<file path="config.mk">
export PLATFORM = sky130hd
export DESIGN_NAME = cecls_front_flat
export DESIGN_NICKNAME = d
export VERILOG_FILES = /design/src/hw/rtl/cascaded_ema_current_loop_scaler_macros.svh /design/src/hw/rtl/cecls_pkg.sv /design/src/hw/rtl/cecls_stream_if.sv /design/src/hw/rtl/cecls_front.sv /design/src/flat_wrapper.sv
export SDC_FILE = /design/constraint.sdc
export NUM_CORES = 1
export LEC_CHECK = 0
export BUFFER_PORTS_ARGS = -buffer_cell sky130_fd_sc_hd__buf_2
export CAP_MARGIN = 20
export CORE_MARGIN = 1
export CORE_UTILIZATION = 35
export CTS_CLUSTER_SIZE = 16
export DETAILED_ROUTE_END_ITERATION = 8
export SYNTH_ARGS = -nofsm -noshare
export SYNTH_HDL_FRONTEND = slang
export SYNTH_SLANG_ARGS = --single-unit
</file>
<file path="constraint.sdc">
create_clock -name clk -period 3 [get_ports clk]
set_clock_uncertainty 0.1 [all_clocks]
set_input_delay 0.15 -clock clk [delete_from_list [all_inputs] [get_ports clk]]
set_output_delay 0.15 -clock clk [all_outputs]
set_load 0.02 [all_outputs]
</file>
<file path="src/hw/rtl/cascaded_ema_current_loop_scaler_macros.svh">
// assertion macros for the ema current loop scaler
`ifndef CASCADED_EMA_CURRENT_LOOP_SCALER_MACROS_SVH
`define CASCADED_EMA_CURRENT_LOOP_SCALER_MACROS_SVH

`ifndef NO_ASSERTIONS

// condition must hold at every clock edge out of reset
`define CECLS_ASSERT_HOLDS(label, cond, msg) \
    label: assert property (@(posedge clk) disable iff (!rst_n) (cond)) else $error(msg);

// consequent must hold in the cycle after the antecedent
`define CECLS_ASSERT_NEXT(label, ante, cons, msg) \
    label: assert property (@(posedge clk) disable iff (!rst_n) (ante) |=> (cons)) \
        else $error(msg);

`else

`define CECLS_ASSERT_HOLDS(label, cond, msg)
`define CECLS_ASSERT_NEXT(label, ante, cons, msg)

`endif

`endif

</file>
<file path="src/hw/rtl/cecls_pkg.sv">
`default_nettype none

package cecls_pkg;

    localparam int SAMPLE_BITS_DEF = 10;
    localparam int FRAC_BITS_DEF   = 22;

    localparam int ALPHA_W  = 23;
    localparam int PERIOD_W = 16;
    localparam int VGAIN_W  = 24;
    localparam int VOFF_W   = 24;
    localparam int CGAIN_W  = 31;
    localparam int COFF_W   = 25;

    localparam int MS_W     = 8;
    localparam int COUNT_W  = 17;
    localparam int LEVEL_W  = 16;
    localparam int VOLT_W   = 18;
    localparam int CUR_W    = 25;
    localparam int CUR_FRAC = 16;

    localparam int QUEUE_DEPTH = 2;

    localparam int APB_ADDR_W = 5;
    localparam int APB_DATA_W = 32;

    localparam logic [LEVEL_W-1:0]       LEVEL_MAX = '1;
    localparam logic [VOLT_W-1:0]        VOLT_MAX  = '1;
    localparam logic signed [CUR_W-1:0]  CUR_MIN   = -25'sd8388608;
    localparam logic signed [CUR_W-1:0]  CUR_MAX   = 25'sd16777215;

    localparam logic [ALPHA_W-1:0]       ALPHA_RST  = 23'd2635;
    localparam logic [PERIOD_W-1:0]      PERIOD_RST = 16'd1020;
    localparam logic [VGAIN_W-1:0]       VGAIN_RST  = 24'd53737;
    localparam logic signed [VOFF_W-1:0] VOFF_RST   = 24'sd3546;
    localparam logic [CGAIN_W-1:0]       CGAIN_RST  = 31'd4218298;
    localparam logic signed [COFF_W-1:0] COFF_RST   = -25'sd4915200;

    typedef enum logic [2:0] {
        REG_ALPHA       = 3'd0,
        REG_PERIOD      = 3'd1,
        REG_VOLT_GAIN   = 3'd2,
        REG_VOLT_OFFSET = 3'd3,
        REG_CUR_GAIN    = 3'd4,
        REG_CUR_OFFSET  = 3'd5
    } reg_idx_t;

    typedef struct packed {
        logic [ALPHA_W-1:0]       alpha;
        logic [PERIOD_W-1:0]      report_period;
        logic [VGAIN_W-1:0]       volt_gain;
        logic signed [VOFF_W-1:0] volt_offset;
        logic [CGAIN_W-1:0]       current_gain;
        logic signed [COFF_W-1:0] current_offset;
    } cfg_t;

    // seed: first beat after reset, emit: beat closes a report period
    typedef struct packed {
        logic seed;
        logic emit;
    } ctl_t;

endpackage

`default_nettype wire

</file>
<file path="src/hw/rtl/cecls_stream_if.sv">
`default_nettype none

interface cecls_in_if #(
    parameter int SAMPLE_BITS = cecls_pkg::SAMPLE_BITS_DEF
);
    logic                        valid;
    logic                        ready;
    logic [SAMPLE_BITS-1:0]      sample;
    logic [cecls_pkg::MS_W-1:0]  ms_elapsed;

    modport source (output valid, output sample, output ms_elapsed, input ready);
    modport sink (input valid, input sample, input ms_elapsed, output ready);
endinterface


`default_nettype wire

</file>
<file path="src/hw/rtl/cecls_front.sv">
`default_nettype none

module cecls_front #(
    parameter int SAMPLE_BITS = cecls_pkg::SAMPLE_BITS_DEF
) (
    input  logic                               clk,
    input  logic                               rst_n,
    cecls_in_if.sink                           samples,
    input  logic [cecls_pkg::PERIOD_W-1:0]     report_period,
    output logic                               push,
    input  logic                               push_ready,
    output logic [SAMPLE_BITS-1:0]             push_sample,
    output cecls_pkg::ctl_t                    push_ctl
);
    import cecls_pkg::*;

    logic               primed_reg;
    logic               primed_next;
    logic [COUNT_W-1:0] ms_count_reg;
    logic [COUNT_W-1:0] ms_count_next;
    logic [COUNT_W-1:0] ms_sum;

    always_comb
    begin
        samples.ready = push_ready;
        push          = samples.valid && push_ready;
        push_sample   = samples.sample;
        ms_sum        = ms_count_reg + COUNT_W'(samples.ms_elapsed);

        push_ctl.seed = !primed_reg;
        push_ctl.emit = primed_reg && (ms_sum >= COUNT_W'(report_period));

        primed_next   = primed_reg;
        ms_count_next = ms_count_reg;
        if (push)
        begin
            primed_next = 1'b1;
            if (primed_reg)
            begin
                ms_count_next = push_ctl.emit ? '0 : ms_sum;
            end
        end
    end

    always_ff @(posedge clk or negedge rst_n)
    begin
        if (!rst_n)
        begin
            primed_reg   <= 1'b0;
            ms_count_reg <= '0;
        end
        else
        begin
            primed_reg   <= primed_next;
            ms_count_reg <= ms_count_next;
        end
    end

endmodule

`default_nettype wire

</file>
<file path="src/flat_wrapper.sv">
// flat-port wrapper written by rule: the top's interface ports become plain ports
module cecls_front_flat import cecls_pkg::*;
#(
    parameter int SAMPLE_BITS = cecls_pkg::SAMPLE_BITS_DEF
)
  (clk, rst_n, report_period, push, push_ready, push_sample, push_ctl, samples_valid, samples_sample, samples_ms_elapsed, samples_ready);
  cecls_in_if #(.SAMPLE_BITS(SAMPLE_BITS)) samples_i ();
  input  logic clk;
  input  logic rst_n;
  input  logic [cecls_pkg::PERIOD_W-1:0] report_period;
  output logic push;
  input  logic push_ready;
  output logic [SAMPLE_BITS-1:0] push_sample;
  output cecls_pkg::ctl_t push_ctl;
  input wire logic [$bits(samples_i.valid)-1:0] samples_valid;
  input wire logic [$bits(samples_i.sample)-1:0] samples_sample;
  input wire logic [$bits(samples_i.ms_elapsed)-1:0] samples_ms_elapsed;
  output wire logic [$bits(samples_i.ready)-1:0] samples_ready;
  assign samples_i.valid = samples_valid;
  assign samples_i.sample = samples_sample;
  assign samples_i.ms_elapsed = samples_ms_elapsed;
  assign samples_ready = samples_i.ready;
  cecls_front #(.SAMPLE_BITS(SAMPLE_BITS)) u_core (.clk(clk), .rst_n(rst_n), .samples(samples_i), .report_period(report_period), .push(push), .push_ready(push_ready), .push_sample(push_sample), .push_ctl(push_ctl));
endmodule
</file>
## Yosys cells after proc, flatten, opt, wreduce, memory -nomap -nowiden

Cells that the tools add are included.

- Add/subtract/negate cells: 1
- Order comparisons: 1
- Multiplexer cells: 1
- Reductions and logical operators: 4

Operators by type and width:

| operator | number |
|---|---|
| $add A17 B8 Y17 | 1 |
| $ge A17 B16 Y1 | 1 |
| $mux W17 | 1 |
| $logic_and A1 B1 Y1 | 2 |
| $reduce_and A2 Y1 | 1 |
| $logic_not A1 Y1 | 1 |

- Register bits: 18
- Bits of input ports: 38
- Output and inout port bits: 14
- Word-level logic and storage cells: 9

## Longest topological paths before layout

- Depth in word-level cells: 4
- Mapped depth: 16
- Gate-level depth less buffers: 15

## Least setup slack after synthesis

Ideal clock, no wire load.

- Path type: flip-flop to output port
- From: register u_core.ms_count_reg[0]
- To: output push_ctl[0] (netlist name)
- Arrival time: 3.098 ns
- Required time: 2.750 ns
- Setup slack: -0.348 ns
- Stages on the path, launching flop included: 16
- Path buffers: 1
- Cell sequence: dfrtp_1 ha_1 inv_1 fa_1 nand2b_1 a21oi_2 o21ai_1 nor3_2 xor2_1 ha_1 nand3_1 nor3_1 nand4_1 and3_1 clkbuf_2 a21oi_1

RTL lines:

| what | RTL line | text |
|---|---|---|
| start: declaration | cecls_front.sv:19 | `logic [COUNT_W-1:0] ms_count_reg;` |
| start signal: assignment | cecls_front.sv:55 | `ms_count_reg <= ms_count_next;` |
| end: declaration | flat_wrapper.sv:14 | `output cecls_pkg::ctl_t push_ctl;` |

==> metrics <==
status complete, but fails checks; failing checks negative setup slack; Place WS -0.464 ns; pin count of the biggest net entering global routing 19; area of the core 5140 um^2; worst r2r src u_core.ms_count_reg[1]; antenna cell count 0; RSZ-0062 raised after global routing yes; wire per inst about 13 um; EDFF count, synth 0; fmax 288 MHz; Critical Path, Cell by Cell ha_4 -> a21oi_2 -> nand4b_1 -> a211o_1 -> a211oi_2 -> xor2_1 -> ha_1 -> nand3_2 -> nor3_4 -> nand4_1 -> and3_4 -> a21oi_2 -> buf_6; clock-pin slew on the worst setup and hold paths around 0.080 ns; antenna viol nets, final 0; most used cell, CP a21oi_2; # fillers 488; DR DRC count 0; Row Count 26; syn_nets 290; worst skew pair latency about 0.25 ns; dpl hpwl 3.49 mm; mapped cell area between 1500 and 2000 um^2; Synth area leader dfrtp_1; DR vias 1758; Final TNS setup -5.29 ns; final setup fails 17; worst hold path depth 3; Critical Path Slowest Stage Cell dfrtp_1; Critical Path RT 2.75 ns; R2R setup slack -0.41 ns; synth warn 0; Max-Cap Viols 0; Synth Flop Type dfrtp_1; Final Critical Period 3.47 ns; Root Driver clkbuf_8; wire length of the first global-routing pass 7.18 mm; max_slew headroom 57.5%; Finished Cell Area 2610 um^2; HP Class in -> reg; global route total overflow 0; Die Width 75.3 um; area delta synth->final 38.9%; TritonCTS clock tree yes; Final Hold Fails 0; DRT Pass-1 Iters 4; Mapped Cells 227; total CTS buffers 3; layout cell share with drive strength beyond 1 slightly below 40%; R2R depth 17; worst min-delay path endpoint u_core.primed_reg; Setup crit start kind flop; dominant cells by area after synthesis dfrtp_1, ha_1, nand2_1; distinct cell type count after synthesis 50; post-synthesis sequential area ratio 23.9%; utilization after layout 50.9%; maximum vdd drop 280 uV; number of synthesized register bits 18; Sink Count 18; Placed Area 2330 um^2; Iteration-0 DRC Markers 86; Nets 353; r2r endpoint u_core.ms_count_reg[0]; Leak Pwr 1.36 nW; post-synth top area share between 20% and 30%; Critical Path End Type output pin; initial core utilization between 30% and 40%; most common cell after layout, fill and taps aside buf_4; Tot Pwr 1.86 mW; Max FO, Critical Path 4; Final WS setup -0.469 ns; Slew @ Worst Pin 0.637 ns; drt via density between 4 and 5; most frequent cells in the layout buf_4, buf_2, nand2_1, inv_1, ha_1; WP data arrival 3.22 ns; antenna violations before repair 0; hold_sp samples_valid; io pins 52; max reg flops 17; GRT Total Usage roughly 17%; CTS Buffer Depth 2; Tcrit/Tclk final 116%; full die area ~5700 um^2; Async SR Flop Fraction 100%; Die Y between 70 and 80 um; WL final 4.60 mm; PD cells 711 nW/um^2; max-slew violation count 0; Placer Congestion between 0.8 and 0.9; vias in the first global route 1644; CTS H-tree depth 1; number of port buffers 31; CP max stage delay 0.41 ns; Worst Setup Path Type reg -> out; syn avg cell area ~8.3 um^2
## logic make-up after synthesis
kind of cell    count (synthesis)  share of synthesized area, %
fa+ha+maj                      25                          17.0
buf+inv                        41                          10.4
simple gates                   73                          19.2
compound gates                 56                          21.7
flops                          18                          23.9
mux                             1                         0.598
xor+xnor                       13                          7.05
## through the flow
stage | cells | hold slack, ns
6_report | 359 | 0.150
5_1_grt | 359 | 0.185
4_1_cts | 354 | 0.148
3_5_place_dp | 344 | 0.0239
3_3_place_gp | 344 | 0.0198
2_1_floorplan | 227 | -0.246
## layout make-up
class	instances	area [um^2]	share of cell area, %
inverter	27	101	3.88
clock buffer	4	55.1	2.11
timing repair buffer	72	475	18.2
multi-input combinational	168	1440	55.2
tap	70	87.6	3.35
sequential	18	450	17.2
## worst max path at each step
stage                      startpoint                      end  cells past startpoint  slack [ns]
3_5_place_dp   u_core.ms_count_reg[1]  u_core.ms_count_reg[11]                     14       -0.46
5_1_grt        u_core.ms_count_reg[1]              push_ctl[0]                     13       -0.65
2_1_floorplan  u_core.ms_count_reg[0]   u_core.ms_count_reg[0]                     16       -0.06
6_report       u_core.ms_count_reg[1]              push_ctl[0]                     13       -0.47
3_3_place_gp   u_core.ms_count_reg[1]  u_core.ms_count_reg[11]                     14       -0.42
4_1_cts        u_core.ms_count_reg[1]              push_ctl[0]                     13       -0.61
## worst max-delay path, delay by kind of cell (launching register included)
family	cells	cell delay [ns]
flops	1	0.41
compound gates	4	0.84
xor+xnor	1	0.12
buf+inv	1	0.13
simple gates	5	0.86
fa+ha+maj	2	0.59
## Yosys cell counts (2+ instances only)
cell	n
o31ai_1	6
xnor2_1	7
nand2b_1	5
a41o_1	2
and3_1	3
nor2b_1	4
o2bb2ai_1	4
nand2_1	29
buf_4	11
a21oi_1	10
o211ai_1	2
ha_1	24
a21o_1	5
nor3_1	3
o21ai_0	11
nand3_1	4
clkbuf_1	2
inv_1	27
nor2_1	13
dfrtp_1	18
xor2_1	5
o21a_1	4
## per-layer routing
metal | up-vias | share of wire [%] | GRT usage [%]
met5 | - | 0 | 0
li1 | 914 | - | -
met3 | 6 | 3.4 | 1.32
met2 | 35 | 47 | 28.5
met4 | 0 | 0.70 | 4.12
met1 | 803 | 49 | 22.5
## report_power, final
part	leakage, nW	switching (mW)	internal (mW)	total (mW)
clock	0.0288	0.0856	0.117	0.202
combinational	1.10	0.629	0.651	1.28
sequential	0.227	0.0663	0.309	0.376
## repair_timing
action                                  CTS  global route
pin swaps                                15            12
gates resized for setup                  14            20
hold endpoints to repair                 18             0
endpoints found under the setup margin   17            17
hold buffers                              1             0
setup buffers                             6             5
No activity file was read; power rests on OpenSTA's default activity.
