--- config.mk ---
export PLATFORM = sky130hd
export DESIGN_NAME = cecls_queue
export DESIGN_NICKNAME = d
export VERILOG_FILES = /design/src/hw/rtl/cascaded_ema_current_loop_scaler_macros.svh /design/src/hw/rtl/cecls_pkg.sv /design/src/hw/rtl/cecls_queue.sv
export SDC_FILE = /design/constraint.sdc
export NUM_CORES = 1
export LEC_CHECK = 0
export BUFFER_PORTS_ARGS = -buffer_cell sky130_fd_sc_hd__buf_2
export CELL_PAD_IN_SITES_DETAIL_PLACEMENT = 1
export CELL_PAD_IN_SITES_GLOBAL_PLACEMENT = 1
export CORE_AREA = 2 2 39 41
export DETAILED_ROUTE_END_ITERATION = 10
export DIE_AREA = 0 0 41 43
export PLACE_DENSITY = 0.54
export SYNTH_ARGS = -nofsm -noshare
export SYNTH_HDL_FRONTEND = slang
export SYNTH_SLANG_ARGS = --single-unit
--- constraint.sdc ---
create_clock -name clk -period 1.8 [get_ports clk]
set_clock_uncertainty 0.15 [all_clocks]
set_input_delay 0.27 -clock clk [delete_from_list [all_inputs] [get_ports clk]]
set_output_delay 0.27 -clock clk [all_outputs]
set_load 0.01 [all_outputs]
--- src/hw/rtl/cascaded_ema_current_loop_scaler_macros.svh ---
// assertion macros for the ema current loop scaler
`ifndef CASCADED_EMA_CURRENT_LOOP_SCALER_MACROS_SVH
`define CASCADED_EMA_CURRENT_LOOP_SCALER_MACROS_SVH

`ifndef NO_ASSERTIONS

// condition must hold at every clock edge out of reset
`define CECLS_ASSERT_HOLDS(label, cond, msg) \
    label: assert property (@(posedge clk) disable iff (!rst_n) (cond)) else $error(msg);

// consequent must hold in the cycle after the antecedent
`define CECLS_ASSERT_NEXT(label, ante, cons, msg) \
    label: assert property (@(posedge clk) disable iff (!rst_n) (ante) |=> (cons)) \
        else $error(msg);

`else

`define CECLS_ASSERT_HOLDS(label, cond, msg)
`define CECLS_ASSERT_NEXT(label, ante, cons, msg)

`endif

`endif

--- src/hw/rtl/cecls_pkg.sv ---
`default_nettype none

package cecls_pkg;

    localparam int SAMPLE_BITS_DEF = 10;
    localparam int FRAC_BITS_DEF   = 22;

    localparam int ALPHA_W  = 23;
    localparam int PERIOD_W = 16;
    localparam int VGAIN_W  = 24;
    localparam int VOFF_W   = 24;
    localparam int CGAIN_W  = 31;
    localparam int COFF_W   = 25;

    localparam int MS_W     = 8;
    localparam int COUNT_W  = 17;
    localparam int LEVEL_W  = 16;
    localparam int VOLT_W   = 18;
    localparam int CUR_W    = 25;
    localparam int CUR_FRAC = 16;

    localparam int QUEUE_DEPTH = 2;

    localparam int APB_ADDR_W = 5;
    localparam int APB_DATA_W = 32;

    localparam logic [LEVEL_W-1:0]       LEVEL_MAX = '1;
    localparam logic [VOLT_W-1:0]        VOLT_MAX  = '1;
    localparam logic signed [CUR_W-1:0]  CUR_MIN   = -25'sd8388608;
    localparam logic signed [CUR_W-1:0]  CUR_MAX   = 25'sd16777215;

    localparam logic [ALPHA_W-1:0]       ALPHA_RST  = 23'd2635;
    localparam logic [PERIOD_W-1:0]      PERIOD_RST = 16'd1020;
    localparam logic [VGAIN_W-1:0]       VGAIN_RST  = 24'd53737;
    localparam logic signed [VOFF_W-1:0] VOFF_RST   = 24'sd3546;
    localparam logic [CGAIN_W-1:0]       CGAIN_RST  = 31'd4218298;
    localparam logic signed [COFF_W-1:0] COFF_RST   = -25'sd4915200;

    typedef enum logic [2:0] {
        REG_ALPHA       = 3'd0,
        REG_PERIOD      = 3'd1,
        REG_VOLT_GAIN   = 3'd2,
        REG_VOLT_OFFSET = 3'd3,
        REG_CUR_GAIN    = 3'd4,
        REG_CUR_OFFSET  = 3'd5
    } reg_idx_t;

    typedef struct packed {
        logic [ALPHA_W-1:0]       alpha;
        logic [PERIOD_W-1:0]      report_period;
        logic [VGAIN_W-1:0]       volt_gain;
        logic signed [VOFF_W-1:0] volt_offset;
        logic [CGAIN_W-1:0]       current_gain;
        logic signed [COFF_W-1:0] current_offset;
    } cfg_t;

    // seed: first beat after reset, emit: beat closes a report period
    typedef struct packed {
        logic seed;
        logic emit;
    } ctl_t;

endpackage

`default_nettype wire

--- src/hw/rtl/cecls_queue.sv ---
`default_nettype none

module cecls_queue #(
    parameter int DATA_W = 1
) (
    input  logic              clk,
    input  logic              rst_n,
    input  logic              push,
    input  logic [DATA_W-1:0] push_data,
    output logic              push_ready,
    input  logic              pop,
    output logic              pop_valid,
    output logic [DATA_W-1:0] pop_data
);
    import cecls_pkg::*;

    localparam int PTR_W = (QUEUE_DEPTH > 1) ? $clog2(QUEUE_DEPTH) : 1;
    localparam int CNT_W = $clog2(QUEUE_DEPTH + 1);

    logic [DATA_W-1:0] entry_reg [QUEUE_DEPTH];
    logic [PTR_W-1:0]  wr_ptr_reg;
    logic [PTR_W-1:0]  wr_ptr_next;
    logic [PTR_W-1:0]  rd_ptr_reg;
    logic [PTR_W-1:0]  rd_ptr_next;
    logic [CNT_W-1:0]  count_reg;
    logic [CNT_W-1:0]  count_next;
    logic              do_push;
    logic              do_pop;

    always_comb
    begin
        push_ready = (count_reg != CNT_W'(QUEUE_DEPTH));
        pop_valid  = (count_reg != '0);
        pop_data   = entry_reg[rd_ptr_reg];
        do_push    = push && push_ready;
        do_pop     = pop && pop_valid;

        wr_ptr_next = wr_ptr_reg;
        if (do_push)
        begin
            wr_ptr_next = (wr_ptr_reg == PTR_W'(QUEUE_DEPTH - 1)) ? '0 : wr_ptr_reg + 1'b1;
        end
        rd_ptr_next = rd_ptr_reg;
        if (do_pop)
        begin
            rd_ptr_next = (rd_ptr_reg == PTR_W'(QUEUE_DEPTH - 1)) ? '0 : rd_ptr_reg + 1'b1;
        end
        count_next = count_reg + CNT_W'(do_push) - CNT_W'(do_pop);
    end

    always_ff @(posedge clk or negedge rst_n)
    begin
        if (!rst_n)
        begin
            wr_ptr_reg <= '0;
            rd_ptr_reg <= '0;
            count_reg  <= '0;
        end
        else
        begin
            wr_ptr_reg <= wr_ptr_next;
            rd_ptr_reg <= rd_ptr_next;
            count_reg  <= count_next;
        end
    end

    always_ff @(posedge clk)
    begin
        if (do_push)
        begin
            entry_reg[wr_ptr_reg] <= push_data;
        end
    end

endmodule

`default_nettype wire

### Word-level counts from Yosys, hierarchy flattened

Memory sizes are Yosys's and may differ from the RTL's.
Cells that the tools add are included.

* flip-flop bits (word level): 4
* latch bits: 0
* memories: 1
* bits in read-only memories: 0
* bits of input ports: 5
* memory bits (writable): 2
* output and inout port bits: 3
* logic and storage cells: 16

* muxes and demuxes: 4
* reduce and logical (&&, ||, !) cells: 3
* $mul: 0
* equal/unequal tests: 1
* $add $sub $neg: 4
* divide/modulo/power cells: 0
* bitwise gates (word level): 0
* $lt $le $gt $ge: 0
* shift-type cells: 0

Memories
* entry_reg: depth 2, bits a word 1, rd ports 1, clocked after Yosys merged registers in 0, write ports 1, line cecls_queue.sv:20 `logic [DATA_W-1:0] entry_reg [QUEUE_DEPTH];`

Operators with widths (number)
* 1-bit 2-to-1 mux: 4
* 1-bit adder, second input constant: 2
* 2-bit by 1-bit adder with 2-bit output: 1
* 1-bit logical AND: 2
* 2-bit != test, second input constant: 1
* 2-bit nonzero test: 1
* 2-bit by 1-bit subtractor with 2-bit output: 1

### Logic depth before layout (Yosys ltp)

Gate-level depths: netlist (run 1).

* depth in word-level cells: 4
* gate-level depth with buffers: 7
* gate-level depth less buffers: 7

### Worst setup path before layout (run 1)

Ideal clock, no wire load.

* kind: register to register
* start point: register count_reg[1]
* end point: register count_reg[1]
* path buffers: 0
* cell stages (with the launch flop): 8
* period minus slack after synthesis: 1.809 ns
* setup slack: -0.009 ns
* required time: 1.527 ns
* arrival: 1.537 ns
* library setup time: 0.123 ns
* path through: dfrtp_1 > or2_1 > and2_4 > ha_1 > inv_1 > ha_1 > xnor2_1 > xnor2_1

* elaborated cells on any way between the ends: 6
* classes of those cells: add/sub: 2; eq/ne: 1; reduce/logical: 3

RTL lines
* from (decl): line cecls_queue.sv:25 `logic [CNT_W-1:0] count_reg;`
* from (signal assigned): line cecls_queue.sv:63 `count_reg <= count_next;`
* 2-bit nonzero test: line cecls_queue.sv:33 `pop_valid = (count_reg != '0);`
* named net pop_valid: line cecls_queue.sv:12 `output logic pop_valid,`
* 1-bit logical AND: line cecls_queue.sv:36 `do_pop = pop && pop_valid;`
* named net do_pop: line cecls_queue.sv:28 `logic do_pop;`
* 2-bit by 1-bit subtractor with 2-bit output: line cecls_queue.sv:48 `count_next = count_reg + CNT_W'(do_push) - CNT_W'(do_pop);`
* named net count_next[1]: line cecls_queue.sv:26 `logic [CNT_W-1:0] count_next;`

The timed path passes the listed nets, and every way through them passes these cells.
A chain may end at the register's enable or synchronous reset.

### Final worst setup path (run 1)

* start point: register count_reg[0]
* end point: register count_reg[1]

* elaborated cells on any way between the ends: 6
* classes of those cells: add/sub: 2; eq/ne: 1; reduce/logical: 3

RTL lines (line)
* 2-bit nonzero test: cecls_queue.sv:33
* 1-bit logical AND: cecls_queue.sv:36
* named net do_pop: cecls_queue.sv:28
* 2-bit by 1-bit subtractor with 2-bit output: cecls_queue.sv:48
* named net count_next[1]: cecls_queue.sv:26

The timed path passes the listed nets, and every way through them passes these cells.

==> results of run 1 <==
-- how the worst max path moves through the flow --
stage                     cells past startpoint                      to                   start  slack, ns
final                                         7  count_reg[1]$_DFF_PN0_  count_reg[0]$_DFF_PN0_       0.07
after global routing                          7  count_reg[1]$_DFF_PN0_  count_reg[0]$_DFF_PN0_       0.01
after CTS                                     7  count_reg[1]$_DFF_PN0_  count_reg[1]$_DFF_PN0_       0.02
after detailed placement                      7  count_reg[1]$_DFF_PN0_  count_reg[1]$_DFF_PN0_   -0.00001
after global placement                        7  count_reg[1]$_DFF_PN0_  count_reg[1]$_DFF_PN0_       0.04
after floorplan                               7  count_reg[1]$_DFF_PN0_  count_reg[1]$_DFF_PN0_      0.009
-- final cells by class --
cell class,count,area [um^2]
inverter,1,3.754
sequential,6,160.2
multi-input combinational,13,143.9
tap,16,20.02
timing repair buffer,11,67.56
clock buffer,4,26.28
fill,161,962.2
-- cell usage after synthesis --
cell,number
or2_1,1
mux2_2,1
dfrtp_1,4
and2_4,1
and3_1,1
edfxtp_1,2
xnor2_1,3
ha_1,2
inv_1,1
xor2_1,1
nand2b_1,1
nor2_1,1
nand2_1,1
-- timing repair --
| item | in CTS | in global routing |
|---|---|---|
| endpoints found under the hold margin | 4 | 0 |
| hold buffers | 1 | 0 |
| resized for setup | 2 | 4 |
| buffers inserted | 0 | 0 |
| setup endpoints to repair | 1 | 1 |
| pin swaps | 3 | 3 |
-- kinds of logic after synthesis --
logic type	count (synthesis)	synth area share
adders and majority gates	2	0.09258
DFF	6	0.5926
and+or+nand+nor	6	0.1297
buffers and inverters	1	0.01388
muxes	1	0.04166
xor gates and xnor gates	4	0.1297
-- per-layer routing --
| metal | vias up | wire [um] | global-route usage |
|---|---|---|---|
| met5 | - | 0 | 0 |
| met2 | 6 | 291 | 0.1063 |
| li1 | 95 | - | - |
| met3 | 2 | 23 | 0.01571 |
| met4 | 0 | 16 | 0.1000 |
| met1 | 89 | 196 | 0.06885 |
-- per-stage QoR --
stage | area, um^2 | setup TNS, ns
2_1_floorplan | 272.8 | 0
6_report | 421.7 | 0
4_1_cts | 396.6 | 0
3_3_place_gp | 350.3 | 0
3_5_place_dp | 350.3 | -0.00001210
5_1_grt | 421.7 | 0
-- placed cells by master (no fill, tap or decap) --
| master | synthesis | layout |
|---|---|---|
| buf_2 | 0 | 7 |
| dfrtp_1 | 4 | 4 |
| clkbuf_4 | 0 | 3 |
| buf_4 | 0 | 3 |
| xnor2_1 | 3 | 2 |
| ha_4 | 0 | 2 |
| edfxtp_1 | 2 | 2 |
| or2_4 | 0 | 1 |
| and2_4 | 1 | 1 |
| inv_2 | 0 | 1 |
| nand2b_1 | 1 | 1 |
| nand2_2 | 0 | 1 |
| xnor2_2 | 0 | 1 |
| nor2_1 | 1 | 1 |
| mux2_2 | 1 | 1 |
| and3_1 | 1 | 1 |
| xor2_1 | 1 | 1 |
| clkbuf_1 | 0 | 1 |
| dlygate4sd3_1 | 0 | 1 |
-- power by group --
group | total (mW) | internal [mW] | switching (mW)
combinational | 0.391 | 0.226 | 0.165
sequential | 0.239 | 0.205 | 0.0337
clock | 0.139 | 0.0843 | 0.0543
total | 0.768 | 0.516 | 0.253
==> impl_metrics.ini, run 1 <==
[global_routing]
grt_pass1_vias = 189
grt_remaining_overflow = 0
grt_max_degree = 5
antenna_found_initial = 0
grt_first_pass_wirelength_um = 772
groute.usage.overall = 0.07374

[worst_setup_path]
critPathBufInv = 1
crit_type = reg -> reg
cp-start-kind = register
max_stage_delay_ns = 0.37
path_cells = or2_4 -> and2_4 -> ha_4 -> inv_2 -> ha_4 -> xnor2_2 -> xnor2_1
crit_slowest_cell = dfrtp_1
arrival_ns = 1.71
regToRegStartpoint = count_reg[0]$_DFF_PN0_
timing.rr.end = count_reg[1]$_DFF_PN0_
r2r_cells = 7
reg2reg_slack_ns = 0.07
worstPathRequired_ns = 1.78
crit_top_cell = ha_4
path_delay_family = simple AND/OR/NAND/NOR gates
cp_max_fo = 2
crit_path_end_kind = register

[cts]
clock-sinks = 6
clk_latency_ns = 0.24
cts_root_buf = clkbuf_4
cts_tree = done
cts_max_path_buffers = 2
htreeDepth = 1
cts_inserted_buffers = 3
path_clk_slew_ns = 0.05

[timing]
slew_headroom = 0.9114
finalHoldViolCount = 0
fmax_ghz = 0.5776
tightest_slew_ns = 0.1323
holdWs_ns = 0.06112
fin_crit_ns = 1.731
finalCritPeriodShare = 0.9619
setup_violations = 0
setup_ws_ns = 0.06857
rsz0062_at_grt = no
drv_slew = 0

[floorplanning]
rows = 14
pin_count = 8
core_area_mm2 = 0.001384
dieArea_mm2 = 0.001763
die_x_um = 41
initial_utilization = 0.1953
die_h_um = 43

[route]
vias_per_cell = 3.765
wl_per_cell_um = 10.33
vias = 192
drtAntennaViolNets = 0
drtPass1Iterations = 1
drt_iter0_markers = 0
wl_um = 527
route.detailed.drc = 0

[logic_synthesis]
yosys-top-cells-area = dfrtp_1 (37%), edfxtp_1 (22%), xnor2_1 (9.7%), ha_1 (9.3%), mux2_2 (4.2%)
yosysUniqueCellTypes = 13
ys_warn_count = 0
syn_area_per_cell_um2 = 13.51
synth_top_area_frac = 0.3704
yosysSeqAreaShare = 0.5926
yosysTopAreaCell = dfrtp_1
yosys_register_bits = 6
synth_cells = 20
syn_area_um2 = 270.3
syn_nets = 27

[final_layout]
layout.cells.non_filler = 51
final_util = 0.3047
antenna_cells = 0
syn_to_final_growth_pct = 56.02
drive_gt1_frac = 0.6000
finalNetCount = 43

[hold_path]
min_path_cells = 1
worst_hold_startpoint = push_data
min_path_type = in -> reg
hold_end = entry_reg[0]$_DFFE_PP_

[power]
power.leakage_nw = 0.1848
powerDensity_mw_per_mm2 = 1822
totalPowerFinal_uw = 768.4
vdd_drop_max_v = 0.0004013

[status]
outcome = complete, no violations

[placement]
io_buffers = 7
dp_hpwl_um = 382.5
dp_slack_ns = -0.00001210
gp_congestion = 0.6014
dp_cells = 46

[flow_run]
drv_cap = 0
(Power assumes the default switching activity.)
==> inputs of run 2 (changes only) <==
Settings changed: ABC_AREA set to 1, PLACE_DENSITY 0.54 to 0.62.
==> run 2 against run 1 <==
Net effect:
- worst setup slack gained 0.21 ns
- sequential share of layout area rose by 1.4 points
- global-route usage rose by 0.12 points
- clock power shrank 5%
- non-clock buffer count is 3 lower
- core utilization decreased by 1.1 points
- clock-buffer cell count stayed put
- critical path depth up 3
- critical path type unchanged
- critical endpoint unchanged
- largest cell class unchanged
==> impl_metrics.ini, run 2 <==
[status]
outcome = complete, no violations

[logic_synthesis]
yosysSeqAreaShare = 0.5079
synth_cells = 37
synth_mux_area_frac = 0
synth_top_area_frac = 0.3175
yosys.area_share.xor_xnor = 0
synth_compound_area_frac = 0
yosysUniqueCellTypes = 10
synth_ff_type = dfrtp_1
synth-edff-count = 2
synth_top_family_by_area = simple AND/OR/NAND/NOR gates
yosys_register_bits = 6
syn_area_per_cell_um2 = 8.522
yosys.area_share.simple = 0.3056
yosysMostFrequentCell = nand2_1
yosysTopAreaCell = dfrtp_1
syn_nets = 44
yosys-top-cells-area = dfrtp_1 (32%), edfxtp_1 (19%), nand2_1 (13%), inv_1 (9.5%), ha_1 (7.9%)
synthAdderAreaFrac = 0.07937
ys_async_sr_fraction = 0.6667
ys_warn_count = 0
synth_commonest_cells = nand2_1 (11), inv_1 (8), dfrtp_1 (4), nand2_2 (4), nand3_1 (3)
syn_area_um2 = 315.3

[worst_setup_path]
crit_start = count_reg[0]$_DFF_PN0_
arrival_ns = 1.50
crit_path_end_kind = register
cp_max_fo = 3
cp-start-kind = register
crit_type = reg -> reg
max_stage_delay_ns = 0.37
crit_slowest_cell = dfrtp_1
critPathBufInv = 4
path_delay_family = adder cells
path_cells = inv_1 -> nand2_2 -> nand2_2 -> inv_1 -> ha_1 -> inv_1 -> ha_1 -> inv_1 -> nand2_1 -> nand2_1
worstPathRequired_ns = 1.78
regToRegStartpoint = count_reg[0]$_DFF_PN0_
crit_top_cell = inv_1

[timing]
fin_setup_tns_ns = 0
setup_violations = 0
finalCritPeriodShare = 0.8453
fin_crit_ns = 1.522
fmax_ghz = 0.6572
rsz0062_at_grt = no
slew_headroom = 0.9123
tightest_slew_ns = 0.1316
holdWs_ns = 0.06715
setup_ws_ns = 0.2784
finalHoldViolCount = 0
drv_slew = 0

[route]
wl_um = 525
drtAntennaViolNets = 0
drt_iter0_markers = 4
vias_per_cell = 3.877
vias = 252
wl_per_cell_um = 8.077
route.detailed.drc = 0
drtPass1Iterations = 3

[cts]
postCtsSetupBuffers = 0
post_cts_resized = 0
clk_latency_ns = 0.24
cts_root_buf = clkbuf_4
cts_max_path_buffers = 2
path_clk_slew_ns = 0.05
clock-sinks = 6
cts_tree = done
ctsHoldBuffers = 1
cts_inserted_buffers = 3
htreeDepth = 1

[final_layout]
multiInputGateArea_um2 = 121.4
nFillCells = 173
syn_to_final_growth_pct = 28.97
finalNetCount = 57
mostFrequentLayoutCells = nand2_1 (11), inv_1 (8), buf_2 (7), nand2_2 (4), dfrtp_1 (4)
final_common_cell = nand2_1
seqCellArea_um2 = 160.2
drive_gt1_frac = 0.3265
antenna_cells = 0

[floorplanning]
dieArea_mm2 = 0.001763
initial_utilization = 0.2278
rows = 14
die_x_um = 41
die_h_um = 43
core_area_mm2 = 0.001384
pin_count = 8

[flow_run]
drv_cap = 0

[global_routing]
grt_first_pass_wirelength_um = 814
grt_remaining_overflow = 0
groute.usage.overall = 0.07490
grt_pass1_vias = 237
grt_max_degree = 5
antenna_found_initial = 0

[placement]
gp_congestion = 0.5770
io_buffers = 7
dp_slack_ns = 0.2692
dp_hpwl_um = 461.1

[power]
power.leakage_nw = 0.2302
powerDensity_mw_per_mm2 = 1598
totalPowerFinal_uw = 649.7
vdd_drop_max_v = 0.0002918

[hold_path]
min_path_type = in -> reg
worst_hold_startpoint = push_data
## run 2: worst paths after layout
| kind | end | slack, ns | depth (start not counted) |
|---|---|---|---|
| max in group asynchronous | wr_ptr_reg$_DFFE_PN0N_ | 1.16 | 2 |
| hold / removal | entry_reg[1]$_DFFE_PP_ | 0.07 | 1 |
| setup / recovery | count_reg[1]$_DFF_PN0_ | 0.28 | 10 |
| setup reg to reg | count_reg[1]$_DFF_PN0_ | 0.28 | 10 |
| hold reg to reg | wr_ptr_reg$_DFFE_PN0N_ | 0.34 | 2 |
| min in group asynchronous | rd_ptr_reg$_DFFE_PN0P_ | 0.21 | 2 |
## run 2: metal layers
layer | global-route usage | routed length (um) | up-vias
met5 | 0 | 0 | -
met4 | 0.06000 | 0 | 0
met3 | 0.04712 | 34 | 0
met2 | 0.1156 | 276 | 9
met1 | 0.06271 | 214 | 110
li1 | - | - | 133
## run 2: cell families after synthesis
group                    Yosys count
adder cells (fa/ha/maj)            2
buffers and inverters              9
flip-flops                         6
AND/OR/NAND/NOR                   20
## run 2: cell type report
| type | instances | share of cell area |
|---|---|---|
| multi-input combinational | 22 | 0.2985 |
| inverter | 9 | 0.08308 |
| sequential | 6 | 0.3938 |
| timing repair buffer | 8 | 0.1108 |
| tap | 16 | 0.04923 |
| clock buffer | 4 | 0.06462 |
## run 2: metrics by stage
step / instances / cell area, um^2 / utilization
6_report: 65 / 406.6 / 0.2939
5_1_grt: 65 / 406.6 / 0.2939
4_1_cts: 65 / 406.6 / 0.2939
3_5_place_dp: 60 / 370.4 / 0.2676
3_3_place_gp: 60 / 370.4 / 0.2676
2_1_floorplan: 37 / 315.3 / -
## run 2: where the power goes
group | total, mW | internal, mW | leakage, nW | switching, mW
combinational | 0.280 | 0.111 | 0.149 | 0.169
sequential | 0.238 | 0.202 | 0.0665 | 0.0359
clock | 0.132 | 0.0839 | 0.0150 | 0.0480
