$ cat src/hw/rtl/cascaded_ema_current_loop_scaler_macros.svh
// assertion macros for the ema current loop scaler
`ifndef CASCADED_EMA_CURRENT_LOOP_SCALER_MACROS_SVH
`define CASCADED_EMA_CURRENT_LOOP_SCALER_MACROS_SVH

`ifndef NO_ASSERTIONS

// condition must hold at every clock edge out of reset
`define CECLS_ASSERT_HOLDS(label, cond, msg) \
    label: assert property (@(posedge clk) disable iff (!rst_n) (cond)) else $error(msg);

// consequent must hold in the cycle after the antecedent
`define CECLS_ASSERT_NEXT(label, ante, cons, msg) \
    label: assert property (@(posedge clk) disable iff (!rst_n) (ante) |=> (cons)) \
        else $error(msg);

`else

`define CECLS_ASSERT_HOLDS(label, cond, msg)
`define CECLS_ASSERT_NEXT(label, ante, cons, msg)

`endif

`endif

$ cat src/hw/rtl/cecls_pkg.sv
`default_nettype none

package cecls_pkg;

    localparam int SAMPLE_BITS_DEF = 10;
    localparam int FRAC_BITS_DEF   = 22;

    localparam int ALPHA_W  = 23;
    localparam int PERIOD_W = 16;
    localparam int VGAIN_W  = 24;
    localparam int VOFF_W   = 24;
    localparam int CGAIN_W  = 31;
    localparam int COFF_W   = 25;

    localparam int MS_W     = 8;
    localparam int COUNT_W  = 17;
    localparam int LEVEL_W  = 16;
    localparam int VOLT_W   = 18;
    localparam int CUR_W    = 25;
    localparam int CUR_FRAC = 16;

    localparam int QUEUE_DEPTH = 2;

    localparam int APB_ADDR_W = 5;
    localparam int APB_DATA_W = 32;

    localparam logic [LEVEL_W-1:0]       LEVEL_MAX = '1;
    localparam logic [VOLT_W-1:0]        VOLT_MAX  = '1;
    localparam logic signed [CUR_W-1:0]  CUR_MIN   = -25'sd8388608;
    localparam logic signed [CUR_W-1:0]  CUR_MAX   = 25'sd16777215;

    localparam logic [ALPHA_W-1:0]       ALPHA_RST  = 23'd2635;
    localparam logic [PERIOD_W-1:0]      PERIOD_RST = 16'd1020;
    localparam logic [VGAIN_W-1:0]       VGAIN_RST  = 24'd53737;
    localparam logic signed [VOFF_W-1:0] VOFF_RST   = 24'sd3546;
    localparam logic [CGAIN_W-1:0]       CGAIN_RST  = 31'd4218298;
    localparam logic signed [COFF_W-1:0] COFF_RST   = -25'sd4915200;

    typedef enum logic [2:0] {
        REG_ALPHA       = 3'd0,
        REG_PERIOD      = 3'd1,
        REG_VOLT_GAIN   = 3'd2,
        REG_VOLT_OFFSET = 3'd3,
        REG_CUR_GAIN    = 3'd4,
        REG_CUR_OFFSET  = 3'd5
    } reg_idx_t;

    typedef struct packed {
        logic [ALPHA_W-1:0]       alpha;
        logic [PERIOD_W-1:0]      report_period;
        logic [VGAIN_W-1:0]       volt_gain;
        logic signed [VOFF_W-1:0] volt_offset;
        logic [CGAIN_W-1:0]       current_gain;
        logic signed [COFF_W-1:0] current_offset;
    } cfg_t;

    // seed: first beat after reset, emit: beat closes a report period
    typedef struct packed {
        logic seed;
        logic emit;
    } ctl_t;

endpackage

`default_nettype wire

$ cat src/hw/rtl/cecls_regs.sv
`default_nettype none

module cecls_regs (
    input  logic                              clk,
    input  logic                              rst_n,
    input  logic                              psel,
    input  logic                              penable,
    input  logic                              pwrite,
    input  logic [cecls_pkg::APB_ADDR_W-1:0]  paddr,
    input  logic [cecls_pkg::APB_DATA_W-1:0]  pwdata,
    output logic [cecls_pkg::APB_DATA_W-1:0]  prdata,
    output logic                              pready,
    output cecls_pkg::cfg_t                   cfg
);
    import cecls_pkg::*;

    cfg_t       cfg_reg;
    logic [2:0] idx;
    logic       wr_en;

    always_comb
    begin
        idx    = paddr[APB_ADDR_W-1:2];
        wr_en  = psel && penable && pwrite;
        pready = 1'b1;
        cfg    = cfg_reg;
        case (idx)
            REG_ALPHA:       prdata = APB_DATA_W'(cfg_reg.alpha);
            REG_PERIOD:      prdata = APB_DATA_W'(cfg_reg.report_period);
            REG_VOLT_GAIN:   prdata = APB_DATA_W'(cfg_reg.volt_gain);
            REG_VOLT_OFFSET: prdata = APB_DATA_W'(cfg_reg.volt_offset);
            REG_CUR_GAIN:    prdata = APB_DATA_W'(cfg_reg.current_gain);
            REG_CUR_OFFSET:  prdata = APB_DATA_W'(cfg_reg.current_offset);
            default:         prdata = '0;
        endcase
    end

    always_ff @(posedge clk or negedge rst_n)
    begin
        if (!rst_n)
        begin
            cfg_reg.alpha          <= ALPHA_RST;
            cfg_reg.report_period  <= PERIOD_RST;
            cfg_reg.volt_gain      <= VGAIN_RST;
            cfg_reg.volt_offset    <= VOFF_RST;
            cfg_reg.current_gain   <= CGAIN_RST;
            cfg_reg.current_offset <= COFF_RST;
        end
        else if (wr_en)
        begin
            case (idx)
                REG_ALPHA:       cfg_reg.alpha          <= pwdata[ALPHA_W-1:0];
                REG_PERIOD:      cfg_reg.report_period  <= pwdata[PERIOD_W-1:0];
                REG_VOLT_GAIN:   cfg_reg.volt_gain      <= pwdata[VGAIN_W-1:0];
                REG_VOLT_OFFSET: cfg_reg.volt_offset    <= pwdata[VOFF_W-1:0];
                REG_CUR_GAIN:    cfg_reg.current_gain   <= pwdata[CGAIN_W-1:0];
                REG_CUR_OFFSET:  cfg_reg.current_offset <= pwdata[COFF_W-1:0];
                default:         ;
            endcase
        end
    end

endmodule

`default_nettype wire

$ cat config.mk
export PLATFORM = sky130hd
export DESIGN_NAME = cecls_regs
export DESIGN_NICKNAME = d
export VERILOG_FILES = /design/src/hw/rtl/cascaded_ema_current_loop_scaler_macros.svh /design/src/hw/rtl/cecls_pkg.sv /design/src/hw/rtl/cecls_regs.sv
export SDC_FILE = /design/constraint.sdc
export NUM_CORES = 1
export LEC_CHECK = 0
export ABC_AREA = 1
export ABC_CLOCK_PERIOD_IN_PS = 2100
export BUFFER_PORTS_ARGS = -buffer_cell sky130_fd_sc_hd__buf_4
export CAP_MARGIN = 10
export CORE_AREA = 4 4 119 121
export DETAILED_ROUTE_END_ITERATION = 8
export DIE_AREA = 0 0 123 125
export PLACE_DENSITY = 0.85
export SETUP_SLACK_MARGIN = 0.5
export SKIP_CTS_REPAIR_TIMING = 1
export SLEW_MARGIN = 20
export SYNTH_ARGS = -nofsm -noshare
export SYNTH_HDL_FRONTEND = slang
export SYNTH_SLANG_ARGS = --single-unit
$ cat constraint.sdc
create_clock -name clk -period 2.1 [get_ports clk]
set_input_delay 0.42 -clock clk [delete_from_list [all_inputs] [get_ports clk]]
set_output_delay 0.42 -clock clk [all_outputs]
set_load 0.03 [all_outputs]
[After elaboration in Yosys (flattened, before gate mapping)]
Index checks and enable logic that the tools add are counted.
Cells by class
  equal/unequal tests: 5
  mux-type cells: 1
  reduce and logical (&&, ||, !) cells: 9
Operator list (number)
  $pmux W32 S6: 1
  $reduce_and A2 Y1: 6
  $eq A3 B2 Y1 const B: 2
  $eq A3 B3 Y1 const B: 2
  $eq A3 B1 Y1 const B: 1
  $logic_not A3 Y1: 1
  $logic_and A1 B1 Y1: 2
Storage, ports and cells
  bits in registers: 143
  bits of input ports: 42
  output and inout port bits: 176

[Longest topological paths before layout]
Gate-level depths: netlist of run 1.
  word-level depth: 3
  gate-level depth with buffers: 9
  depth with buffers taken out: 7

[Worst setup path after synthesis of run 1]
No wires, ideal clock.
  path kind: in2out
  start: input paddr[3] (netlist name)
  end: output prdata[24] (netlist name)
  data arrival time: 1.537 ns
  required time: 1.680 ns
  path slack: 0.143 ns
  stages on the path: 5
  path through: buf_6 -> nor2_8 -> nand2_2 -> clkbuf_1 -> o211ai_1
Between the ends
  word-level cells in the longest chain between the ends: 2
  elaborated cells on any way between the ends: 7
Ends and longest elaborated chain
  from (decl): line cecls_regs.sv:9  | input logic [cecls_pkg::APB_ADDR_W-1:0] paddr,
  $eq A3 B3 Y1 (tied with other cells): line cecls_regs.sv:27  | case (idx)
  $pmux W32 S6 (*): line cecls_regs.sv:27
  to (decl): line cecls_regs.sv:11  | output logic [cecls_pkg::APB_DATA_W-1:0] prdata,
Every way passes the cells marked *; elsewhere a longest branch is shown, timed or not.

[Worst setup path after layout of run 1]
  start: register cfg_reg (netlist bit cfg[68])
  end: output prdata[12] (netlist name)
Between the ends
  word-level cells in the longest chain between the ends: 1
Ends and longest elaborated chain
  from (decl): line cecls_regs.sv:17  | cfg_t cfg_reg;
  $pmux W32 S6: line cecls_regs.sv:27
Every way passes these cells.

==> impl_metrics.json, run 1 <==
{
  "outcome": "completed",
  "syn-num-nets": 960,
  "fin_worst_skew_ps": 0,
  "viasPerCell": 5.85,
  "gp_congestion": 0.994,
  "setup-violations-final": 0,
  "dieWidth_um": 123,
  "fillers": 795,
  "hp-class": "in -> reg",
  "firstDrtPassIters": 5,
  "start_kind": "flip-flop",
  "layout_commonest_cell": "nand2_1",
  "place_inst": 1273,
  "worst_pin_slew_ps": 503,
  "port_buffers": 213,
  "largest_reg_flops": 143,
  "drt.antenna.violating_nets": 0,
  "yosysWarningCount": 0,
  "synth.top_cell.area_share_pct": 32.8,
  "synthesis.area_um2": 7250,
  "whs_ps": 201,
  "fp.coreArea_um2": 13100,
  "power_leakage_uw": 0.00545,
  "hold_viol_final": 0,
  "synth_area_leaders": "dfrtp_1, dfstp_2, nand2_1",
  "grt.total_usage_pct": 32.4,
  "rows": 42,
  "cp.arrival_ps": 1480,
  "ys.flop_type": "dfrtp_1",
  "cts_root_buffer": "clkbuf_16",
  "yosysSeqAreaShare_pct": 50.2,
  "combinationalPowerShare_pct": 36.4,
  "p_int_uw": 6650,
  "maxCapViolCount": 0,
  "ir_worst_vdd_uv": 588,
  "rsz0062_at_grt": "true",
  "synth_async_sr_flop_share_pct": 100,
  "clock-sinks": 143,
  "netlist_instances": 918,
  "drive_above_1_share_pct": 40.1,
  "layout_setup_ws_ps": 200,
  "p_switching_uw": 4110,
  "clockBufferDepth": 2,
  "die_area_um2": 15400,
  "finalNonFillerCells": 1357,
  "vias": 7936,
  "gr-total-overflow": 0,
  "synth-edff-count": 0,
  "endpoint_kind": "output port",
  "avgSynthCellArea_um2": 7.89,
  "slew_viol_final": 0,
  "pwr-share-clk_pct": 27.2,
  "insertion_delay_ps": 420,
  "pwr-share-seq_pct": 36.3,
  "dpl.hpwl_mm": 17.4,
  "ys_seq_elements": 143,
  "place_ws_ps": -12.6,
  "nets": 1210,
  "fin_crit_ps": 1900,
  "swShare_pct": 38.2,
  "fp.dieH_um": 125,
  "syn_to_final_growth_pct": 47.4,
  "crit_required_ps": 1680,
  "max_slew_margin_pct": 66.5,
  "yosys.area.top_type": "dfrtp_1",
  "start_util_pct": 55.4,
  "wl_mm": 27.6,
  "antenna_found_initial": 0,
  "cts_max_level": 4,
  "power_density_nw_per_um2": 1010,
  "pin_count": 218,
  "grt_max_degree": 60,
  "grt_pass1_wl_mm": 38.6,
  "drt-initial-drc-count": 827,
  "drc": 0,
  "fin_util_pct": 81.6,
  "critical_path_class": "reg -> out",
  "final_cell_mix": "nand2_1, buf_4, o21ai_0, dfrtp_1, inv_1",
  "cts_tree": "built",
  "power_uw": 10800,
  "cts_buffers": 17,
  "cp_max_fo": 3,
  "path_clk_slew_ps": 60,
  "post-route-period-util_pct": 90.5,
  "yosys.cell_types.count": 28,
  "fmaxAchievable_mhz": 526,
  "grt_pass1_vias": 6918,
  "diodes": 0,
  "wl_per_cell_um": 20.4
}
logic make-up after synthesis:
kind of cell,after synthesis,share of synthesized area [%]
AND/OR/NAND/NOR,487,29.9
AO/OA/AOI/OAI,147,10.4
other,1,0.0518
buffers and inverters,140,9.43
flip-flops,143,50.2
synthesized netlist by cell type (all sizes together) (7+ instances only):
cell type,instances
nand2,301
clkbuf,18
buf,47
o21ai,139
nand3,52
dfstp,48
nand4,57
nor2,77
inv,75
dfrtp,95
o211ai,7
area by class of cell:
type                    instances  area, um2  share of cell area [%]
repair buffers                293       2680                    25.1
flip-flops and latches        143       3640                    34.1
clock inverters                 5       52.6                   0.492
multi-input cells             638       3240                    30.4
inverters                      75        328                    3.07
clock buffers                  27        513                    4.80
well taps                     176        220                    2.06
power groups by stage:
| stage | clock network, uW | logic [uW] | registers, uW |
|---|---|---|---|
| floorplan | 0 | 966 | 4920 |
| global placement | 0 | 3430 | 3900 |
| detailed placement | 0 | 3500 | 3920 |
| CTS | 2920 | 3510 | 3890 |
| global route | 3050 | 4150 | 3970 |
| finish | 2930 | 3920 | 3910 |
critical path, stage by stage, from the launching register on:
cell	delay [ps]
dfrtp_1	400
nand4_1	120
nand2_1	90
nor2_2	210
nand2_2	90
buf_6	140
final timing paths:
check / start / endpoint / slack (ps) / cells after the start
max in group asynchronous: rst_n / cfg[106]$_DFFE_PN1P_ / 950 / 3
min in group asynchronous: rst_n / cfg[124]$_DFFE_PN0P_ / 470 / 2
hold / removal: pwdata[30] / cfg[55]$_DFFE_PN0P_ / 200 / 3
setup / recovery: cfg[68]$_DFFE_PN0P_ / prdata[12] / 200 / 5
hold reg to reg: cfg[23]$_DFFE_PN1P_ / cfg[23]$_DFFE_PN1P_ / 490 / 2
setup reg to reg: cfg[16]$_DFFE_PN1P_ / cfg[16]$_DFFE_PN1P_ / 1180 / 3
stage by stage:
stage	area (um2)	setup TNS, ps
finish	10700	0
floorplan	7390	0
global placement	9090	0
CTS	9660	-211
global route	10700	0
detailed placement	9090	-28.6
per-layer routing:
metal	part of all wire [%]	vias up	global-route usage [%]	wire, um
met4	5.2	0	13.2	1440
li1	-	3497	-	-
met5	0	-	0	0
met1	36	3766	43.9	10000
met3	12	102	8.67	3300
met2	47	571	49.6	12800
Note: power is estimated with default switching activity, not from simulation.
==> run 2, diff against run 1 <==
CORE_AREA = 4 4 161 163   (was 4 4 119 121)
DIE_AREA = 0 0 165 167   (was 0 0 123 125)
PLACE_DENSITY = unset   (was 0.85)
==> run 2 against run 1 <==
  * Non-clock buffer count up 9
  * Register-to-register slack better by 60 ps
  * Sequential power about the same
  * Clock skew unchanged
  * Flip-flop and latch count unchanged
  * Highest routed layer unchanged
  * Critical endpoint is now prdata[0]
  * Total power up 0.97%
  * Fmax down 0.59%
  * Die area up 79%
  * Global-route usage down 12 points
  * Critical path depth up 4
  * Critical path type is now in -> out
  * Sequential share of layout area down 0.79 points
  * Utilization down 37 points
==> impl_metrics.json, run 2 (synthesized netlist as in run 1, its figures left out) <==
{
  "gr-total-overflow": 0,
  "path_clk_slew_ps": 60,
  "grt_pass1_vias": 6727,
  "vias": 7466,
  "clock-sinks": 143,
  "startpoint": "paddr[3]",
  "critical_path_class": "in -> out",
  "maxCapViolCount": 0,
  "grt.busiest_layer": "met2",
  "hp-class": "in -> reg",
  "pin_count": 218,
  "power_leakage_uw": 0.00548,
  "start_util_pct": 29.8,
  "port_buffers": 213,
  "fillers": 2366,
  "fin_worst_skew_ps": 0,
  "cts_buffers": 17,
  "antenna_found_initial": 0,
  "diodes": 0,
  "outcome": "completed",
  "worstRegToRegCells": 3,
  "hold_viol_final": 0,
  "drive_above_1_share_pct": 39.5,
  "ff2ff_setup_slack_ps": 1240,
  "cp_max_fo": 8,
  "cts_tree": "built",
  "gp_congestion": 0.922,
  "final_area_um2": 10900,
  "worstReg2RegEnd": "cfg[111]$_DFFE_PN1P_",
  "use_met3_pct": 5.49,
  "grt_max_degree": 49,
  "layout_setup_ws_ps": 189,
  "viasPerCell": 4.94,
  "start_kind": "input port",
  "ir_worst_vdd_uv": 457,
  "fp.coreArea_um2": 24300,
  "power_density_nw_per_um2": 995,
  "place_ws_ps": 38.3,
  "cts_root_buffer": "clkbuf_16",
  "reg2reg_from": "cfg[111]$_DFFE_PN1P_",
  "grt.total_usage_pct": 20.2,
  "final_cell_mix": "nand2_1, buf_4, o21ai_0, dfrtp_1, inv_1",
  "whs_ps": 205,
  "grt_pass1_wl_mm": 42.3,
  "post-route-period-util_pct": 91.0,
  "max_slew_margin_pct": 64.6,
  "fp.dieH_um": 167,
  "dieWidth_um": 165,
  "die_area_um2": 27600,
  "finalSetupTns_ps": 0,
  "fmaxAchievable_mhz": 523,
  "drt.antenna.violating_nets": 0,
  "slew_viol_final": 0,
  "clockBufferDepth": 2,
  "insertion_delay_ps": 410,
  "worst_pin_slew_ps": 532,
  "drt-initial-drc-count": 800,
  "wl_mm": 30.2,
  "fin_crit_ps": 1910,
  "syn_to_final_growth_pct": 50.9,
  "use_met1_pct": 28.9,
  "layout_commonest_cell": "nand2_1",
  "place_area_um2": 9370,
  "rows": 57,
  "endpoint_kind": "output port",
  "rsz0062_at_grt": "true",
  "largest_reg_flops": 143,
  "hold_start": "pwdata[25]",
  "firstDrtPassIters": 5,
  "drc": 0,
  "wl_per_cell_um": 20.0,
  "crit_required_ps": 1680,
  "nets": 1217,
  "grtUsageMet2_pct": 30.4,
  "timing.critical_path.to": "prdata[0]",
  "dpl.hpwl_mm": 20.5,
  "cp.arrival_ps": 1490,
  "setup-violations-final": 0,
  "cts_max_level": 4
}
==> run 2: cell count changes in the layout (fill, tap and decap cells not counted), sizes merged <==
cell	previous run	this run
buf	286	295
clkbuf	33	29
clkinvlp	1	3
bufinv	1	2
inv	74	75
nand2	302	301
nor2	78	77
==> run 2: critical path, cell delays in order <==
cell	delay, ps
buf_12	120
nor2_8	190
buf_12	150
buf_12	130
nand3_1	70
nand2_1	140
nor2_1	70
nand2_2	70
buf_6	130
==> run 2: per-stage QoR <==
step	power, uW	utilization [%]	instances
floorplan	5890	-	918
global placement	7480	38.5	1425
detailed placement	7530	38.5	1425
CTS	10600	40.9	1457
global route	11300	45.0	1512
finish	10900	45.0	1512
==> run 2: where the power goes <==
part,switching [uW],total (uW),internal (uW)
clock network,1220,3040,1820
registers,466,3900,3430
logic,2490,3940,1440
total,4180,10900,6690
==> run 2: final cells by class <==
class	instances	area (um2)	share of cell area (%)
multi-input cells	636	3200	29.3
flip-flops and latches	143	3640	33.3
repair buffers	302	2790	25.5
well taps	324	405	3.71
inverters	75	317	2.90
clock buffers	23	468	4.28
clock inverters	9	110	1.01
==> run 2: metal layers <==
metal  part of all wire (%)  up-vias
li1                       -     3512
met1                     43     3584
met2                     46      353
met3                    9.0       17
met4                    1.3        0
met5                      0        -
==> run 2: worst min path at each step <==
stage | endpoint | slack, ps | depth (start not counted)
detailed placement | cfg[125]$_DFFE_PN0P_ | 310 | 1
finish | cfg[50]$_DFFE_PN0P_ | 200 | 3
floorplan | cfg[0]$_DFFE_PN0P_ | 120 | 0
global route | cfg[53]$_DFFE_PN0P_ | 200 | 3
global placement | cfg[125]$_DFFE_PN0P_ | 300 | 1
CTS | cfg[125]$_DFFE_PN0P_ | -140 | 1
==> run 3, diff against run 2 <==
PLACE_DENSITY = 0.5   (was unset)
SLEW_MARGIN = 15   (was 20)
==> run 3 against run 2 <==
  * Utilization is 0.35 points higher
  * Register-to-register slack about the same
  * Combinational power is 1% higher
  * Worst setup slack worse by 32 ps
  * Sequential power hardly changed
  * Clock power about the same
  * Hold slack worse by 1.8 ps
  * Fmax shrank 1.6%
  * Sequential share of layout area down 0.26 points
==> impl_metrics.json, run 3 (synthesized netlist as in run 1, its figures left out) <==
{
  "cts_root_buffer": "clkbuf_16",
  "gr-total-overflow": 0,
  "max_slew_margin_pct": 62.6,
  "rows": 57,
  "grt_max_degree": 45,
  "antenna_found_initial": 0,
  "fp.coreArea_um2": 24300,
  "wl_per_cell_um": 19.8,
  "outcome": "completed",
  "reg2reg_from": "cfg[87]$_DFFE_PN1P_",
  "clock-sinks": 143,
  "diodes": 0,
  "grt_pass1_wl_mm": 43.5,
  "drive_above_1_share_pct": 40.5,
  "setup-violations-final": 0,
  "drt-initial-drc-count": 472,
  "cts_buffers": 17,
  "nets": 1231,
  "whs_ps": 203,
  "grt.total_usage_pct": 20.9,
  "ff2ff_setup_slack_ps": 1230,
  "endpoint_kind": "output port",
  "dpl.hpwl_mm": 21.0,
  "worstRegToRegCells": 3,
  "holdPathStages": 3,
  "cts_tree": "built",
  "crit_required_ps": 1680,
  "worst_pin_slew_ps": 559,
  "place_ws_ps": 58.1,
  "hold_start": "pwdata[30]",
  "wl_mm": 30.2,
  "largest_reg_flops": 143,
  "cp_max_fo": 2,
  "gp_congestion": 0.941,
  "drc": 0,
  "insertion_delay_ps": 420,
  "cp.arrival_ps": 1520,
  "power_density_nw_per_um2": 993,
  "hold_end": "cfg[55]$_DFFE_PN0P_",
  "ir_worst_vdd_uv": 438,
  "fin_worst_skew_ps": 0,
  "cts_max_level": 4,
  "viasPerCell": 4.87,
  "final_cell_mix": "nand2_1, buf_4, o21ai_0, dfrtp_1, inv_1",
  "syn_to_final_growth_pct": 52.1,
  "die_area_um2": 27600,
  "clockBufferDepth": 2,
  "slew_viol_final": 0,
  "layout_setup_ws_ps": 157,
  "start_kind": "flip-flop",
  "hold_viol_final": 0,
  "fmaxAchievable_mhz": 515,
  "vias": 7425,
  "dieWidth_um": 165,
  "fp.dieH_um": 167,
  "pin_count": 218,
  "path_clk_slew_ps": 70,
  "grt_pass1_vias": 6963,
  "drt.antenna.violating_nets": 0,
  "power_leakage_uw": 0.00554,
  "port_buffers": 213,
  "start_util_pct": 29.8,
  "hp-class": "in -> reg",
  "fin_crit_ps": 1940,
  "layout_commonest_cell": "nand2_1",
  "critical_path_class": "reg -> out",
  "finalSetupTns_ps": 0,
  "fin_util_pct": 45.3,
  "firstDrtPassIters": 5,
  "worstReg2RegEnd": "cfg[87]$_DFFE_PN1P_",
  "rsz0062_at_grt": "true",
  "maxCapViolCount": 0,
  "post-route-period-util_pct": 92.5
}
[run 3: where the power goes]
group	switching [uW]	internal, uW
clock network	1270	1790
registers	474	3430
logic	2480	1500
[run 3: area by class of cell]
cell class / count / area, um2
tap: 324 / 405
sequential: 143 / 3640
timing repair inverter: 1 / 5.00
inverter: 75 / 314
timing repair buffer: 314 / 2870
clock buffer: 20 / 447
fill: 2473 / 13300
multi-input combinational: 637 / 3200
clock inverter: 12 / 135
[run 3: critical path: stages (launching register included)]
cell and delay [ps]:
dfstp_2 540, nand3_2 70, nand2_2 100, nor2_1 50
buf_4 140, nand2_2 70, buf_6 120
[run 3: per-layer routing]
metal | routed length (um) | track usage, %
met3 | 2420 | 6.40
met5 | 0 | 0
met1 | 13300 | 29.1
met4 | 415 | 4.12
met2 | 14100 | 32.3
[run 3: how the worst max path moves through the flow]
stage               cells after the start                   end  slack, ps                start
global placement                        9             prdata[4]         90             paddr[2]
finish                                  6             prdata[4]        160  cfg[29]$_DFFE_PN1P_
CTS                                     9             prdata[4]         80             paddr[2]
detailed placement                      7  cfg[135]$_DFFE_PN0P_         60             paddr[2]
floorplan                               5            prdata[24]        200             paddr[2]
global route                            6            prdata[11]        100  cfg[67]$_DFFE_PN1P_
[run 3: per-stage QoR]
step                total power (uW)  area [um2]  instances
floorplan                       5890        7390        918
global placement                7520        9480       1441
detailed placement              7550        9480       1441
CTS                            10600       10100       1473
global route                   11500       11000       1526
finish                         10900       11000       1526
